## src/sv/bat_pkg.sv

```systemverilog
package bat_pkg;

    localparam int ADDR_W   = 32;
    localparam int STATUS_W = 2;
    localparam int CFG_IDX_W = 1;

    // request kinds
    localparam logic KIND_ADD   = 1'b0;
    localparam logic KIND_CHECK = 1'b1;

    // result status codes
    localparam logic [STATUS_W-1:0] ST_OK      = 2'd0;
    localparam logic [STATUS_W-1:0] ST_FULL    = 2'd1;
    localparam logic [STATUS_W-1:0] ST_DUP     = 2'd2;
    localparam logic [STATUS_W-1:0] ST_INVALID = 2'd3;

    // configuration register indexes
    localparam logic [CFG_IDX_W-1:0] REG_WINDOW_BASE = 1'd0;
    localparam logic [CFG_IDX_W-1:0] REG_WINDOW_END  = 1'd1;

    typedef struct packed {
        logic load;       // capture request, clear scan state
        logic scan_step;  // issue one table read
        logic commit;     // form result, append on a good add
    } bat_cmd_t;

    typedef struct packed {
        logic early_done; // no scan needed
        logic scan_last;  // current read is the last stored entry
        logic out_free;   // output register can take a result
    } bat_sts_t;

endpackage

```

## src/sv/bat_ctrl.sv

```systemverilog
module bat_ctrl
(
    input  logic              clk,
    input  logic              rst_n,
    input  logic              in_valid,
    output logic              in_ready,
    input  bat_pkg::bat_sts_t sts,
    output bat_pkg::bat_cmd_t cmd
);
    import bat_pkg::*;

    localparam logic [2:0] S_IDLE   = 3'd0;
    localparam logic [2:0] S_EVAL   = 3'd1;
    localparam logic [2:0] S_SCAN   = 3'd2;
    localparam logic [2:0] S_DRAIN  = 3'd3;
    localparam logic [2:0] S_FINISH = 3'd4;

    logic [2:0] state_reg;
    logic [2:0] state_next;

    always_ff @(posedge clk or negedge rst_n)
    begin
        if (!rst_n)
        begin
            state_reg <= S_IDLE;
        end
        else
        begin
            state_reg <= state_next;
        end
    end

    always_comb
    begin
        state_next    = state_reg;
        cmd           = '0;
        in_ready      = 1'b0;
        case (state_reg)
            S_IDLE:
            begin
                in_ready = 1'b1;
                if (in_valid)
                begin
                    cmd.load   = 1'b1;
                    state_next = S_EVAL;
                end
            end
            S_EVAL:
            begin
                state_next = sts.early_done ? S_FINISH : S_SCAN;
            end
            S_SCAN:
            begin
                cmd.scan_step = 1'b1;
                if (sts.scan_last)
                begin
                    state_next = S_DRAIN;
                end
            end
            S_DRAIN:
            begin
                // last read data is compared at this edge
                state_next = S_FINISH;
            end
            S_FINISH:
            begin
                if (sts.out_free)
                begin
                    cmd.commit = 1'b1;
                    state_next = S_IDLE;
                end
            end
            default:
            begin
                state_next = S_IDLE;
            end
        endcase
    end

endmodule

```

## config.mk

```make
export PLATFORM = sky130hd
export DESIGN_NAME = bat_ctrl
export DESIGN_NICKNAME = d
export VERILOG_FILES = /design/src/sv/bat_pkg.sv /design/src/sv/bat_ctrl.sv
export SDC_FILE = /design/constraint.sdc
export NUM_CORES = 1
export LEC_CHECK = 0
export BUFFER_PORTS_ARGS = -buffer_cell sky130_fd_sc_hd__buf_2
export CAP_MARGIN = 30
export CELL_PAD_IN_SITES_DETAIL_PLACEMENT = 0
export CELL_PAD_IN_SITES_GLOBAL_PLACEMENT = 1
export CORE_AREA = 3 3 40 42
export CTS_BUF_LIST = sky130_fd_sc_hd__clkbuf_8 sky130_fd_sc_hd__clkbuf_16
export DETAILED_ROUTE_END_ITERATION = 12
export DIE_AREA = 0 0 43 45
export PLACE_DENSITY = 0.35
export SETUP_SLACK_MARGIN = 0.3
export SLEW_MARGIN = 20
export SYNTH_ARGS = -nofsm -noshare
export SYNTH_HDL_FRONTEND = slang
export SYNTH_SLANG_ARGS = --single-unit
```

## constraint.sdc

```tcl
create_clock -name clk -period 1.28 [get_ports clk]
set_input_delay 0.128 -clock clk [delete_from_list [all_inputs] [get_ports clk]]
set_output_delay 0.128 -clock clk [all_outputs]
set_load 0.05 [all_outputs]
```

==> qor.yml <==
global_routing:
  grt-ovfl-total: 0
  grt_max_degree: 8
  grt_pass1_wl_um: 772
  grt_antenna_before_repair: 0
  track_usage: 0.0677
  grt_pass1_vias: 192
synth:
  ys_seq_area_frac: 0.484
  ys_ff_latch: 3
  syn_inst: 15
  synthesis.nets: 21
  synthMostInstantiatedCell: "dfrtp_1"
  synth.area.top_cells: "dfrtp_1 48%, mux2i_1 6.5%, nor3_1 6.5%"
  synth_flop_cell: "dfrtp_1"
  synthArstFlopShare: 1.00
  synth_edf_count: 0
  yosysWarnings: 0
  synth_common_cells: "3 x dfrtp_1, 2 x nor3_1"
  synth_top_area_cell: "dfrtp_1"
  yosysTopAreaCellShare: 0.484
  synth_cell_types: 12
  syn_area_sq_um: 155
  synth.avg_cell_area_sq_um: 10.3
routing:
  ant_nets: 0
  detailroute.via_count: 188
  viasPerCell: 3.84
  avgRoutedWirePerCell_um: 10.2
  drt_iter0_drc: 2
  route.detailed.drc: 0
  finalWirelength_um: 499
  drtPass1Iterations: 3
timing:
  whs_ns: 0.186
  slew_headroom: 0.836
  worstMarginPinSlew_ns: 0.247
  rsz0062_at_grt: "true"
  fmax_mhz: 768
  period_needed_ns: 1.30
  fin_worst_skew_ns: 0.00509
  fin_setup_tns_ns: -0.0512
  setup_viol: 4
  fin_crit_sh: 1.02
  drv_slew: 0
  hold_viol_final: 0
  timing.final.ws_setup_ns: -0.0218
cells_and_area:
  largest_reg_flops: 3
  fin_cells: 49
  area_growth_pct: 154
  final_nets: 41
  antennaDiodeCount: 0
  drive_gt1_frac: 0.765
  multi_input_area_sq_um: 125
  register_area_sq_um: 78.8
  fill_cells: 134
critical_path:
  reg2reg_to: "state_reg[2]$_DFFE_PN0P_"
  reg2reg_depth: 4
  worst_ep_arrival_time_ns: 1.17
  cp-endpoint: "cmd[2]"
  rrSetupSlack_ns: 0.06
  worstSetupEndpointType: "output pin"
  critPathLaunch: "state_reg[1]$_DFFE_PN0P_"
  setup.worst_path.class: "flip-flop to output pin"
  start_kind: "flip-flop"
  worstPathMaxFanout: 6
  r2r-start: "state_reg[2]$_DFFE_PN0P_"
  cp.required_ns: 1.15
cts:
  htree_levels: 1
  clk_latency_ns: 0.22
  numCtsBuffers: 3
  cts_buffer_depth: 2
  cts.sinks: 3
  tritoncts: "done"
  root_buffer: "clkbuf_8"
  clk_pin_slew_ns: 0.03
die:
  die_area_sq_um: 1940
  core_sq_um: 1280
  die_w_um: 43
  num_rows: 13
  fp.dieH_um: 45
  start_util: 0.121
  num_io_pins: 10
power:
  vdd_drop_max_mv: 1.75
  p_per_area_nw_per_um2: 3090
  p_leak_nw: 0.177
run:
  drv_cap: 0
worst_hold_path:
  hold_path.class: "input pin to flip-flop"
  hold_depth: 3
place:
  dp_slack_ns: 0.0508
  dp_hpwl_um: 342
  numPortBuffers: 9
  placedCellCount: 40
  gp_congestion: 0.572
outcome:
  outcome: "complete, but fails checks"
  violations: "negative setup slack"
-- logic make-up (layout without fill, tap and decap cells) --
| family | after synthesis | in the layout | synth area share |
|---|---|---|---|
| compound gates | 2 | 2 | 0.0887 |
| flops | 3 | 3 | 0.484 |
| simple gates | 8 | 8 | 0.339 |
| mux | 1 | 1 | 0.0645 |
| buf+inv | 1 | 20 | 0.0242 |
-- final cells by class --
type,instances,area share
clock inverters,1,0.00952
inverters,1,0.00952
flip-flops and latches,3,0.200
multi-input cells,11,0.317
well taps,15,0.0476
repair buffers,15,0.311
clock buffers,3,0.105
-- report_power, final --
group / switching (mW) / leakage (nW) / internal [mW]
registers: 0.119 / 0.0349 / 0.148
logic: 0.346 / 0.116 / 0.335
clock network: 0.0650 / 0.0269 / 0.204
-- worst max-delay path: stages, from the launching register on --
cell and delay, ns:
dfrtp_2 0.46, nor3_4 0.20, and2_4 0.17, buf_8 0.13
-- cell usage in the layout, fill, tap and decap left out, drive strengths merged --
master and count:
nor3b 1, nor4b 1, buf 14, a31o 1
nor2 1, dlygate4sd3 1, and2 1, clkbuf 3
inv 2, or4b 1, nand2b 1, mux2i 1
o21ai 1, dfrtp 3, nor3 2
-- stage by stage --
step	area (sq um)	total power, mW	utilization
after floorplan	198	0.635	-
after detailed placement	269	0.762	0.209
after CTS	374	1.18	0.291
after global routing	394	1.29	0.307
after global placement	269	0.763	0.209
final	394	1.22	0.307
-- worst min-delay path by stage --
stage,start,to,slack (ns)
after floorplan,rst_n,state_reg[0]$_DFFE_PN0P_,-0.17
after global placement,rst_n,state_reg[2]$_DFFE_PN0P_,-0.08
final,sts[0],state_reg[2]$_DFFE_PN0P_,0.19
after global routing,sts[0],state_reg[2]$_DFFE_PN0P_,0.21
after CTS,sts[0],state_reg[2]$_DFFE_PN0P_,0.18
after detailed placement,rst_n,state_reg[2]$_DFFE_PN0P_,-0.08
-- per-layer routing --
| metal | global-route usage | share of wire | vias up |
|---|---|---|---|
| met3 | 0.0279 | 0.064 | 2 |
| met5 | 0 | 0 | - |
| li1 | - | - | 93 |
| met1 | 0.0608 | 0.39 | 85 |
| met2 | 0.0838 | 0.51 | 8 |
| met4 | 0.127 | 0.038 | 0 |
-- what timing repair did --
action,4_1_cts,5_1_grt
endpoints found under the hold margin,3,0
resized for setup,11,2
buffers inserted,3,1
pin swaps,1,3
setup endpoints to repair,6,7
hold buffers,1,0
Power figures use the tool's default switching activity.
